$ cat src/rtl/mmiq_pkg.sv
// Shared types, codes and constants of the multi-mode input qualifier.
`timescale 1ns / 1ps
`default_nettype none
package mmiq_pkg;

  // Field widths
  localparam int SAMPLE_BITS = 10;
  localparam int CNT_BITS    = 16;
  localparam int THR_BITS    = 10;
  localparam int MODE_BITS   = 3;
  localparam int CMD_BITS    = 2;
  localparam int SUM_BITS    = SAMPLE_BITS + CNT_BITS;
  localparam int DCNT_BITS   = $clog2(SUM_BITS);
  localparam int CFG_IDX_BITS  = 2;
  localparam int CFG_DATA_BITS = 16;

  localparam logic [SAMPLE_BITS-1:0] SAMPLE_MAX = {SAMPLE_BITS{1'b1}};

  // Register reset values
  localparam logic [MODE_BITS-1:0] MODE_RESET     = 3'd0;
  localparam logic [THR_BITS-1:0]  THRESH_RESET   = 10'd700;
  localparam logic [CNT_BITS-1:0]  LEN_RESET      = 16'd1000;
  localparam logic [CNT_BITS-1:0]  DEBOUNCE_RESET = 16'd50;

  // Mode codes
  localparam logic [MODE_BITS-1:0] MODE_DIGITAL = 3'd0;
  localparam logic [MODE_BITS-1:0] MODE_PUSH    = 3'd1;
  localparam logic [MODE_BITS-1:0] MODE_SWITCH  = 3'd2;
  localparam logic [MODE_BITS-1:0] MODE_ANALOG  = 3'd3;
  localparam logic [MODE_BITS-1:0] MODE_INV_AN  = 3'd4;
  localparam logic [MODE_BITS-1:0] MODE_INTEG   = 3'd5;

  // Command codes
  localparam logic [CMD_BITS-1:0] CMD_TICK   = 2'd0;
  localparam logic [CMD_BITS-1:0] CMD_QUERY  = 2'd1;
  localparam logic [CMD_BITS-1:0] CMD_LOAD   = 2'd2;
  localparam logic [CMD_BITS-1:0] CMD_PARITY = 2'd3;

  // Register indexes
  localparam logic [CFG_IDX_BITS-1:0] REG_MODE     = 2'd0;
  localparam logic [CFG_IDX_BITS-1:0] REG_THRESH   = 2'd1;
  localparam logic [CFG_IDX_BITS-1:0] REG_LEN      = 2'd2;
  localparam logic [CFG_IDX_BITS-1:0] REG_DEBOUNCE = 2'd3;

  typedef struct packed {
    logic [CMD_BITS-1:0]    cmd;
    logic                   pin_level;
    logic [SAMPLE_BITS-1:0] analog_sample;
    logic [CNT_BITS-1:0]    load_value;
  } in_word_t;

  typedef struct packed {
    logic                   state_bit;
    logic [SAMPLE_BITS-1:0] level_value;
    logic [CNT_BITS-1:0]    press_total;
  } out_word_t;

  // Controller to datapath
  typedef struct packed {
    logic take;
    logic div_step;
    logic emit;
  } ctl_cmd_t;

  // Datapath to controller
  typedef struct packed {
    logic need_div;
    logic div_last;
  } dp_stat_t;

endpackage
`default_nettype wire

$ cat src/rtl/mmiq_ctrl.sv
// Controller state machine: accept, divide sequencing and result hand-off.
`timescale 1ns / 1ps
`default_nettype none
module mmiq_ctrl
  import mmiq_pkg::*;
(
  input  wire logic     clk_i,
  input  wire logic     rst_ni,
  input  wire logic     in_valid_i,
  output logic          in_ready_o,
  output logic          out_valid_o,
  input  wire logic     out_ready_i,
  input  wire dp_stat_t stat_i,
  output ctl_cmd_t      cmd_o
);

  localparam logic [1:0] ST_IDLE = 2'd0;
  localparam logic [1:0] ST_DIV  = 2'd1;
  localparam logic [1:0] ST_EMIT = 2'd2;

  logic [1:0] state_q, state_d;
  logic       out_valid_q, out_valid_d;

  // Commands
  always_comb begin
    cmd_o.take     = (state_q == ST_IDLE) && in_valid_i;
    cmd_o.div_step = (state_q == ST_DIV);
    cmd_o.emit     = (state_q == ST_EMIT) && (!out_valid_q || out_ready_i);
  end

  assign in_ready_o  = (state_q == ST_IDLE);
  assign out_valid_o = out_valid_q;

  // Next state
  always_comb begin
    state_d = state_q;
    unique case (state_q)
      ST_IDLE: begin
        if (in_valid_i) state_d = stat_i.need_div ? ST_DIV : ST_EMIT;
      end
      ST_DIV: begin
        if (stat_i.div_last) state_d = ST_EMIT;
      end
      ST_EMIT: begin
        if (cmd_o.emit) state_d = ST_IDLE;
      end
      default: state_d = ST_IDLE;
    endcase
  end

  // Output word valid
  always_comb begin
    out_valid_d = out_valid_q;
    if (cmd_o.emit) out_valid_d = 1'b1;
    else if (out_ready_i) out_valid_d = 1'b0;
  end

  always_ff @(posedge clk_i or negedge rst_ni) begin
    if (!rst_ni) begin
      state_q     <= ST_IDLE;
      out_valid_q <= 1'b0;
    end else begin
      state_q     <= state_d;
      out_valid_q <= out_valid_d;
    end
  end

endmodule
`default_nettype wire

$ cat src/rtl/mmiq_dpath.sv
// Datapath: config registers, qualifier state, serial divider, result registers.
`timescale 1ns / 1ps
`default_nettype none
module mmiq_dpath
  import mmiq_pkg::*;
#(
  parameter int TIME_BITS = 16
) (
  input  wire logic                     clk_i,
  input  wire logic                     rst_ni,
  input  wire in_word_t                 in_word_i,
  input  wire ctl_cmd_t                 cmd_i,
  output dp_stat_t                      stat_o,
  input  wire logic                     cfg_we_i,
  input  wire logic [CFG_IDX_BITS-1:0]  cfg_idx_i,
  input  wire logic [CFG_DATA_BITS-1:0] cfg_wdata_i,
  output out_word_t                     out_word_o
);

  localparam int TW = (TIME_BITS > CNT_BITS) ? TIME_BITS : CNT_BITS;
  localparam logic [TIME_BITS-1:0] TICK_MAX = {TIME_BITS{1'b1}};
  localparam logic [DCNT_BITS-1:0] DCNT_LAST = DCNT_BITS'(SUM_BITS - 1);

  // Config registers
  logic [MODE_BITS-1:0] mode_q;
  logic [THR_BITS-1:0]  thresh_q;
  logic [CNT_BITS-1:0]  len_q;
  logic [CNT_BITS-1:0]  deb_q;

  // Qualifier state
  logic                   last_q, last_d;
  logic [TIME_BITS-1:0]   ticks_q, ticks_d;
  logic [CNT_BITS-1:0]    press_q, press_d;
  logic [SUM_BITS-1:0]    sum_q, sum_d;
  logic [CNT_BITS-1:0]    idx_q, idx_d;
  logic [SAMPLE_BITS-1:0] avg_q, avg_d;

  // Divider and result
  logic [CNT_BITS-1:0]  rem_q, rem_d;
  logic [SUM_BITS-1:0]  quot_q, quot_d;
  logic [DCNT_BITS-1:0] dcnt_q, dcnt_d;
  out_word_t            res_q, res_d;
  out_word_t            out_q;

  logic [CNT_BITS-1:0]    len_eff;
  logic [CNT_BITS-1:0]    idx_inc;
  logic [SUM_BITS-1:0]    sum_add;
  logic                   blk_done;
  logic                   push_chg;
  logic [SAMPLE_BITS-1:0] inv_val;
  logic [CNT_BITS:0]      rem_sh;
  logic                   rem_ge;

  // Integrator, debounce, inversion and divider conditions
  always_comb begin
    len_eff  = (len_q == '0) ? CNT_BITS'(1) : len_q;
    idx_inc  = idx_q + 1'b1;
    sum_add  = sum_q + SUM_BITS'(in_word_i.analog_sample);
    blk_done = (idx_inc >= len_eff);
    push_chg = (TW'(ticks_q) > TW'(deb_q)) && (in_word_i.pin_level != last_q);
    inv_val  = SAMPLE_MAX - in_word_i.analog_sample;
    rem_sh   = {rem_q, quot_q[SUM_BITS-1]};
    rem_ge   = (rem_sh >= {1'b0, len_eff});
  end

  always_comb begin
    stat_o.need_div = (in_word_i.cmd == CMD_QUERY) && (mode_q == MODE_INTEG) && blk_done;
    stat_o.div_last = (dcnt_q == DCNT_LAST);
  end

  // Item processing and divider steps
  always_comb begin
    last_d  = last_q;
    ticks_d = ticks_q;
    press_d = press_q;
    sum_d   = sum_q;
    idx_d   = idx_q;
    avg_d   = avg_q;
    rem_d   = rem_q;
    quot_d  = quot_q;
    dcnt_d  = dcnt_q;
    res_d   = res_q;

    if (cmd_i.take) begin
      res_d = '0;
      unique case (in_word_i.cmd)
        CMD_TICK: begin
          if (ticks_q != TICK_MAX) ticks_d = ticks_q + 1'b1;
        end
        CMD_LOAD: press_d = in_word_i.load_value;
        CMD_PARITY: press_d = {{(CNT_BITS-2){1'b0}}, press_q[0], in_word_i.load_value[0]};
        CMD_QUERY: begin
          case (mode_q)
            MODE_DIGITAL: res_d.state_bit = in_word_i.pin_level;
            MODE_SWITCH:  res_d.state_bit = ~in_word_i.pin_level;
            MODE_PUSH: begin
              if (push_chg) begin
                last_d  = in_word_i.pin_level;
                ticks_d = '0;
                if (!in_word_i.pin_level) press_d = press_q + 1'b1;
              end
              res_d.state_bit = press_d[0];
            end
            MODE_ANALOG: begin
              res_d.level_value = in_word_i.analog_sample;
              res_d.state_bit   = (in_word_i.analog_sample >= thresh_q);
            end
            MODE_INV_AN: begin
              res_d.level_value = inv_val;
              res_d.state_bit   = (inv_val >= thresh_q);
            end
            MODE_INTEG: begin
              res_d.level_value = avg_q;
              if (blk_done) begin
                sum_d  = '0;
                idx_d  = '0;
                quot_d = sum_add;
                rem_d  = '0;
                dcnt_d = '0;
              end else begin
                sum_d = sum_add;
                idx_d = idx_inc;
              end
            end
            default: ;
          endcase
        end
        default: ;
      endcase
      res_d.press_total = press_d;
    end

    // Restoring divide, one quotient bit per cycle
    if (cmd_i.div_step) begin
      rem_d  = rem_ge ? CNT_BITS'(rem_sh - {1'b0, len_eff}) : rem_sh[CNT_BITS-1:0];
      quot_d = {quot_q[SUM_BITS-2:0], rem_ge};
      dcnt_d = dcnt_q + 1'b1;
      if (stat_o.div_last) begin
        avg_d             = quot_d[SAMPLE_BITS-1:0];
        res_d.level_value = quot_d[SAMPLE_BITS-1:0];
      end
    end
  end

  // Config and qualifier state
  always_ff @(posedge clk_i or negedge rst_ni) begin
    if (!rst_ni) begin
      mode_q   <= MODE_RESET;
      thresh_q <= THRESH_RESET;
      len_q    <= LEN_RESET;
      deb_q    <= DEBOUNCE_RESET;
      last_q   <= 1'b0;
      ticks_q  <= '0;
      press_q  <= '0;
      sum_q    <= '0;
      idx_q    <= '0;
      avg_q    <= '0;
    end else begin
      if (cfg_we_i) begin
        unique case (cfg_idx_i)
          REG_MODE:     mode_q   <= cfg_wdata_i[MODE_BITS-1:0];
          REG_THRESH:   thresh_q <= cfg_wdata_i[THR_BITS-1:0];
          REG_LEN:      len_q    <= cfg_wdata_i[CNT_BITS-1:0];
          REG_DEBOUNCE: deb_q    <= cfg_wdata_i[CNT_BITS-1:0];
          default: ;
        endcase
      end
      last_q  <= last_d;
      ticks_q <= ticks_d;
      press_q <= press_d;
      sum_q   <= sum_d;
      idx_q   <= idx_d;
      avg_q   <= avg_d;
    end
  end

  // Payload registers
  always_ff @(posedge clk_i) begin
    rem_q  <= rem_d;
    quot_q <= quot_d;
    dcnt_q <= dcnt_d;
    res_q  <= res_d;
    if (cmd_i.emit) out_q <= res_q;
  end

  assign out_word_o = out_q;

endmodule
`default_nettype wire

$ cat src/rtl/multi_mode_input_qualifier.sv
// Top level of the multi-mode input qualifier.
// Usage:
//   Input channel (in_valid_i/in_ready_o, in_word_i) takes one word per item:
//   a tick, a query with pin level and sample, a press-count load or a
//   parity force. Every item returns exactly one output word on the
//   out_valid_o/out_ready_i channel, in order.
//   Configuration is a plain write port (cfg_we_i, cfg_idx_i, cfg_wdata_i):
//   0 mode, 1 threshold, 2 average length, 3 debounce ticks.
//   Most items go from accept straight to the emit state, where the word
//   enters the output register once that is free and out_valid_o rises. An
//   integrator query that closes a block first runs a restoring divider of
//   the 26-bit sum by the length, one quotient bit per cycle. A new item is
//   accepted only once the last item's word has entered the output register.
//   One item is in work at a time; the finished word sits in an output
//   register, so the next item is accepted and processed while the receiver
//   stalls; it then waits for the output register to free up.
//   Reset (rst_ni low, asynchronous) restores register defaults (mode 0,
//   threshold 700, length 1000, debounce 50) and clears all qualifier state.
`timescale 1ns / 1ps
`default_nettype none
module multi_mode_input_qualifier
  import mmiq_pkg::*;
#(
  parameter int TIME_BITS = 16
) (
  input  wire logic                     clk_i,
  input  wire logic                     rst_ni,
  input  wire logic                     in_valid_i,
  output logic                          in_ready_o,
  input  wire in_word_t                 in_word_i,
  output logic                          out_valid_o,
  input  wire logic                     out_ready_i,
  output out_word_t                     out_word_o,
  input  wire logic                     cfg_we_i,
  input  wire logic [CFG_IDX_BITS-1:0]  cfg_idx_i,
  input  wire logic [CFG_DATA_BITS-1:0] cfg_wdata_i
);

  ctl_cmd_t ctl_cmd;
  dp_stat_t dp_stat;

  mmiq_ctrl u_ctrl (
    .clk_i       (clk_i),
    .rst_ni      (rst_ni),
    .in_valid_i  (in_valid_i),
    .in_ready_o  (in_ready_o),
    .out_valid_o (out_valid_o),
    .out_ready_i (out_ready_i),
    .stat_i      (dp_stat),
    .cmd_o       (ctl_cmd)
  );

  mmiq_dpath #(
    .TIME_BITS (TIME_BITS)
  ) u_dpath (
    .clk_i       (clk_i),
    .rst_ni      (rst_ni),
    .in_word_i   (in_word_i),
    .cmd_i       (ctl_cmd),
    .stat_o      (dp_stat),
    .cfg_we_i    (cfg_we_i),
    .cfg_idx_i   (cfg_idx_i),
    .cfg_wdata_i (cfg_wdata_i),
    .out_word_o  (out_word_o)
  );

endmodule
`default_nettype wire

$ cat config.mk
export PLATFORM = sky130hd
export DESIGN_NAME = multi_mode_input_qualifier
export DESIGN_NICKNAME = d
export VERILOG_FILES = /design/src/rtl/mmiq_pkg.sv /design/src/rtl/mmiq_ctrl.sv /design/src/rtl/mmiq_dpath.sv /design/src/rtl/multi_mode_input_qualifier.sv
export SDC_FILE = /design/constraint.sdc
export NUM_CORES = 1
export LEC_CHECK = 0
export BUFFER_PORTS_ARGS = -buffer_cell sky130_fd_sc_hd__buf_2
export CAP_MARGIN = 20
export CORE_MARGIN = 2
export CORE_UTILIZATION = 45
export DETAILED_ROUTE_END_ITERATION = 10
export MAX_ROUTING_LAYER = met4
export PLACE_DENSITY = 0.71
export RECOVER_POWER = 25
export SETUP_SLACK_MARGIN = 0.2
export SYNTH_ARGS = -nofsm -noshare
export SYNTH_HDL_FRONTEND = slang
export SYNTH_SLANG_ARGS = --single-unit
$ cat constraint.sdc
create_clock -name clk_i -period 7.8 [get_ports clk_i]
set_clock_uncertainty 0.05 [all_clocks]
set_input_delay 0.78 -clock clk_i [delete_from_list [all_inputs] [get_ports clk_i]]
set_output_delay 0.78 -clock clk_i [all_outputs]
set_load 0.02 [all_outputs]
### Word-level counts from Yosys, hierarchy flattened

Cells that the tools add are included.

| operators by class | value |
|---|---|
| mux-type cells | 40 |
| divide/modulo/power cells | 0 |
| $lt $le $gt $ge | 5 |
| multipliers | 0 |
| reductions and logical operators | 28 |
| eq/ne operators | 22 |
| $add $sub $neg | 7 |
| bitwise logic cells | 1 |
| shift operators | 0 |

Operator list:

| kind | count |
|---|---|
| $mux W16 | 14 |
| $mux W26 | 7 |
| $add A16 B1 Y16 const B | 3 |
| $pmux W16 S3 | 1 |
| $pmux W16 S2 | 1 |
| $mux W10 | 3 |
| $pmux W10 S3 | 1 |
| $add A26 B10 Y26 | 1 |
| $mux W5 | 5 |
| $ge A10 B10 Y1 | 2 |
| $ge A17 B16 Y1 | 1 |
| $ge A16 B16 Y1 | 1 |
| $gt A16 B16 Y1 | 1 |
| $logic_not A16 Y1 | 1 |
| $ne A16 B16 Y1 const B | 1 |
| $sub A16 B16 Y16 | 1 |
| $reduce_bool A2 Y1 | 6 |
| $eq A2 B2 Y1 const B | 5 |
| $reduce_and A2 Y1 | 5 |
| $sub A10 B10 Y10 const A | 1 |
| $mux W2 | 4 |
| $reduce_and A4 Y1 | 2 |
| $eq A2 B1 Y1 const B | 3 |
| $eq A3 B2 Y1 const B | 2 |
| other kinds (18) | 31 |

| word-level totals | value |
|---|---|
| bits in latches | 0 |
| memory bits (read-only) | 0 |
| output and inout bits | 29 |
| memories kept | 0 |
| input port bits | 52 |
| logic and storage cells | 124 |
| bits in registers | 234 |
| RAM bits | 0 |

### Depth between registers and ports, before layout

| logic depth | value |
|---|---|
| depth after elaboration | 8 |
| gate-level depth with buffers | 15 |
| mapped depth without buffers | 13 |

### Hierarchy

A second synthesis with hierarchy kept.

| unflattened totals | value |
|---|---|
| cells, all modules | 1389 |
| area, all modules | 13591.8 um^2 |

By module, submodules not included:

| module | seq. area each (um^2) | instances | cells each | area an instance (um^2) |
|---|---|---|---|---|
| mmiq_dpath | 6204.7 | 1 | 1370 | 13411.6 |
| mmiq_ctrl | 75.1 | 1 | 19 | 180.2 |

### Worst setup path before layout

No wires, ideal clock.

| timing path | value |
|---|---|
| path kind | register to register |
| from | reg u_dpath.idx_q[0] |
| to | reg u_dpath.dcnt_q[0], enable pin |
| arrival time | 6408 ps |
| required time | 7233 ps |
| library setup time | 517 ps |
| stages on the path, launching flop included | 15 |
| buffers on the path | 2 |
| period minus slack after synthesis | 6975 ps |
| slack | 825 ps |
| cell sequence | dfrtp_1 ha_1 nand3_1 nor2_1 nand3_1 nor2_1 xor2_1 ha_1 nand4_1 or4_1 a21oi_1 nor2_1 clkbuf_1 buf_1 o21ai_0 |

| between the ends | value |
|---|---|
| word-level cells in the longest chain between the ends | 4 |

Ends and longest elaborated chain:

| what | RTL line | RTL |
|---|---|---|
| start: declaration | mmiq_dpath.sv:35 | `logic [CNT_BITS-1:0] idx_q, idx_d;` |
| start signal: assignment | mmiq_dpath.sv:172 | `idx_q <= idx_d;` |
| $add A16 B1 Y16 | mmiq_dpath.sv:57 | `idx_inc = idx_q + 1'b1;` |
| $ge A16 B16 Y1 | mmiq_dpath.sv:59 | `blk_done = (idx_inc >= len_eff);` |
| $reduce_bool A2 Y1 (no line) | - |  |
| $reduce_and A4 Y1 (no line) | - |  |
| end signal: assignment | mmiq_dpath.sv:181 | `dcnt_q <= dcnt_d;` |
| end: declaration | mmiq_dpath.sv:41 | `logic [DCNT_BITS-1:0] dcnt_q, dcnt_d;` |

No other way between the ends.
A chain may end at the register's enable or synchronous reset.

### Worst setup path in the final report

| timing path | value |
|---|---|
| from | reg u_dpath.idx_q[0] |
| to | reg u_dpath.rem_q[1], enable pin |

| between the ends | value |
|---|---|
| word-level cells in the longest chain between the ends | 4 |

Ends and longest elaborated chain:

| what | RTL line | RTL |
|---|---|---|
| $add A16 B1 Y16 | mmiq_dpath.sv:57 |  |
| $ge A16 B16 Y1 | mmiq_dpath.sv:59 |  |
| $reduce_bool A2 Y1 (no line) | - |  |
| $reduce_and A4 Y1 (no line) | - |  |
| end signal: assignment | mmiq_dpath.sv:179 | `rem_q <= rem_d;` |
| end: declaration | mmiq_dpath.sv:39 | `logic [CNT_BITS-1:0] rem_q, rem_d;` |

No other way between the ends.

==> impl_metrics.toml <==
[run]
timing.max_cap.violations = 2

[routing]
num_vias = 10733
routed_wl_um = 32300
number_of_detailed_route_iterations_in_the_first_pass = 6
drt-initial-drc-count = 918
drt-vias-per-instance = 5.77
detail-route-antenna-nets = 0
post-route-drc-count = 0
routedWlPerCell_um = 17.4

[run_status]
violations = "max-capacitance violations, max-slew violations"
result_of_the_run = "complete, but fails checks"

[power_and_ir_drop]
power_switching_w = 0.00111
power.ir.vdd_worst_mv = 0.150
power_report.internal_total_w = 0.00256
clock_power_share = 0.350
combinationalPowerShare = 0.228
p_sw_frac = 0.303
power.leakage_nw = 6.42
power_per_cell_area_nw_per_um2 = 239
power_frac_seq = 0.423

[worst_setup_path]
critical_path.cell_chain = "ha_1 -> nand3_1 -> nor2_1 -> nand3_1 -> nor2_1 -> xor2_1 -> ha_1 -> nand4_1 -> or4_1 -> a21oi_1 -> nor2_1 -> o21ai_4 -> buf_4"
reg2reg_setup_slack_ns = 3.25
crit_reg_reg_endpoint = "u_dpath.rem_q[1]"
path_class = "register to register"
worstRegToRegCells = 13
worstReg2RegStart = "u_dpath.idx_q[0]"
number_of_buffer_and_inverter_instances_along_the_worst_setup_path = 1
crit_path_end_kind = "register"
critPathRequiredTime_ns = 7.92
worst_ep_arrival_time_ns = 4.67
most_frequent_cell_on_critical_path = "sky130_fd_sc_hd__nor2_1"
timing.critical_path.slowest_stage_cell = "sky130_fd_sc_hd__or4_1"
critical-path-max-stage-delay_ns = 0.54
timing.critical_path.max_delay_family = "simple AND/OR/NAND/NOR gates"
critPathMaxFanout = 35
critPathLaunchType = "register"

[die]
fp.coreArea_um2 = 29700
rows = 63
floorplan.die_area_um2 = 31700
pin_count = 81
dieHeight_um = 178
die_width_um = 178
initial_utilization = 0.459

[timing]
unrepaired_setup_endpoints_after_global_routing = "no"
min_period_ns = 4.55
max_slew.worst_pin.slew_ns = 4.42
hold-worst-slack_ns = 0.370
count_of_final_setup_violators = 0
finalCritPeriodShare = 0.583
maxSlewHeadroom = -1.95
finalMaxSlewViolations = 111
fmaxAchievable_ghz = 0.220
setup_tns_ns = 0
hold_violations = 0

[yosys]
yosys_register_bits = 234
synth_flop_cell = "sky130_fd_sc_hd__dfrtp_1"
netlist.area_leader.share = 0.216
dominant_cells_by_area_after_synthesis = "sky130_fd_sc_hd__dfrtp_1 22%, sky130_fd_sc_hd__edfxtp_1 20%, sky130_fd_sc_hd__ha_1 7.6%"
synth_warnings = 0
post_synth_top_area_cell = "sky130_fd_sc_hd__dfrtp_1"
postSynth.asyncResetShare = 0.568
synth.net_count = 1527
synthesis.area_per_instance_um2 = 9.82
ys_seq_area_frac = 0.460
netlist_area_um2 = 13600
number_of_enable_flip_flop_cells_after_synthesis = 91
post_synth_num_cell_types = 75
netlist_instances = 1390

[global_routing]
grt_antenna_before_repair = 2
overflow = 0
vias_in_the_first_global_route = 10229
grt_max_degree = 81
grt_pass1_wl_um = 52400
grt_usage = 0.210

[clock_network]
cts_sinks = 234
cts_root_buf = "sky130_fd_sc_hd__clkbuf_16"
worstSkewPairLatency_ns = 0.54
clock_tree.htree_level_count = 1
clk_pin_slew_worst_paths_ns = 0.06
post_cts_hold_buffer_count = 0
cts-buffers-inserted = 26
post-cts-setup-buffer-count = 0
tritoncts = "yes"
cts_buffer_depth = 3
cts_repair_resize_count = 0

[finish]
post-route-cell-area_um2 = 15300
fillers = 2679
area_delta_synth_final_pct = 12.4
total_nets_final = 1586
final_common_cell = "sky130_fd_sc_hd__nand2_1"
most-common-layout-cells = "150 x sky130_fd_sc_hd__nand2_1, 118 x sky130_fd_sc_hd__dfrtp_1, 102 x sky130_fd_sc_hd__nor2_1"
final_layout_size_suffix_gt1_frac = 0.155

[worst_hold_path]
hp-start = "u_dpath.res_q[12]"
worst_hold_path.endpoint = "u_dpath.out_word_o[12]"
worstHoldPathType = "register to register"
min_path_cells = 0

[placed_design]
detailed_place.area_um2 = 14400
detailedPlacementHpwl_um = 22800
number_of_port_buffers = 80
place.gp.congestion = 0.872
## how the worst max path moves through the flow
stage	startpoint	end	slack, ns	cells after the start
5_1_grt	rst_ni	u_dpath.press_q[13]	2.66	1
4_1_cts	u_dpath.idx_q[0]	u_dpath.rem_q[7]	3.26	13
3_3_place_gp	u_dpath.idx_q[0]	u_dpath.quot_q[25]	3.43	13
6_report	u_dpath.idx_q[0]	u_dpath.rem_q[1]	3.25	13
3_5_place_dp	u_dpath.idx_q[0]	u_dpath.quot_q[25]	3.29	13
2_1_floorplan	u_dpath.idx_q[0]	u_dpath.dcnt_q[0]	0.83	14
## Yosys cell counts (all sizes together) (11+ instances only)
cell type / number
a211oi: 12
a21o: 14
a21oi: 78
a221oi: 15
a22o: 19
and3: 18
clkbuf: 55
dfrtp: 118
dfstp: 15
edfxtp: 91
ha: 83
inv: 79
mux2: 51
mux2i: 11
nand2: 151
nand3: 67
nand4: 23
nor2: 103
nor2b: 28
nor3: 15
o21ai: 88
o31ai: 30
xnor2: 35
xor2: 29
## kinds of logic after synthesis
| family | Yosys count | share of synthesized area |
|---|---|---|
| simple gates | 464 | 0.163 |
| xor+xnor | 64 | 0.0411 |
| buf+inv | 145 | 0.0401 |
| fa+ha+maj | 85 | 0.0790 |
| flops | 234 | 0.460 |
| mux | 62 | 0.0502 |
| compound gates | 336 | 0.167 |
## registers in the layout, summed over array words and instances, names as in the netlist, 2 cells and up
register and flops:
u_dpath.len_q 16, u_dpath.avg_q 10, u_dpath.mode_q 3, u_dpath.rem_q 16, u_dpath.thresh_q 10, u_dpath.ticks_q 16
u_dpath.idx_q 16, u_dpath.out_word_o 27, u_dpath.dcnt_q 5, u_dpath.sum_q 26, u_dpath.res_q 27, u_ctrl.state_q 2
u_dpath.press_q 16, u_dpath.quot_q 26, u_dpath.deb_q 16
## worst reg2reg max path: stages, from the launching register on
cell                      delay (ns)
sky130_fd_sc_hd__dfrtp_1        0.44
sky130_fd_sc_hd__ha_1           0.25
sky130_fd_sc_hd__nand3_1        0.15
sky130_fd_sc_hd__nor2_1         0.39
sky130_fd_sc_hd__nand3_1        0.13
sky130_fd_sc_hd__nor2_1         0.13
sky130_fd_sc_hd__xor2_1         0.10
sky130_fd_sc_hd__ha_1           0.30
sky130_fd_sc_hd__nand4_1        0.11
sky130_fd_sc_hd__or4_1          0.54
sky130_fd_sc_hd__a21oi_1        0.46
sky130_fd_sc_hd__nor2_1         0.17
sky130_fd_sc_hd__o21ai_4        0.41
sky130_fd_sc_hd__buf_4          0.52
## area by class of cell
cell class | instances | area [um^2] | share of cell area
clock buffers | 35 | 714 | 0.0466
multi-input cells | 1011 | 6860 | 0.447
well taps | 390 | 488 | 0.0318
clock inverters | 13 | 179 | 0.0117
repair buffers | 96 | 518 | 0.0338
flip-flops and latches | 234 | 6280 | 0.409
inverters | 80 | 300 | 0.0196
diodes | 2 | 5.00 | 0.000326
## through the flow
stage	power, W	util	cells	setup WS, ns
floorplan	0.00216	-	1390	0.825
global placement	0.00237	0.486	1809	3.43
detailed placement	0.00240	0.486	1810	3.29
CTS	0.00369	0.516	1858	3.26
global route	0.00387	0.516	1861	2.66
finish	0.00367	0.516	1861	3.25
## power groups by stage
stage	combinational [W]	sequential, W	clock, W
after floorplan	0.000612	0.00155	0
after global placement	0.000802	0.00157	0
after detailed placement	0.000829	0.00157	0
after CTS	0.000834	0.00155	0.00131
after global routing	0.000940	0.00157	0.00136
final	0.000836	0.00155	0.00128
## metal layers
metal / GRT usage / vias to the layer above / share of wire / wire, um
li1: - / 5196 / - / -
met1: 0.269 / 5174 / 0.45 / 14500
met4: 0.0618 / 0 / 0.030 / 957
met3: 0.0298 / 73 / 0.047 / 1500
met5: - / - / 0 / 0
met2: 0.348 / 290 / 0.47 / 15400
(Power assumes the default switching activity.)
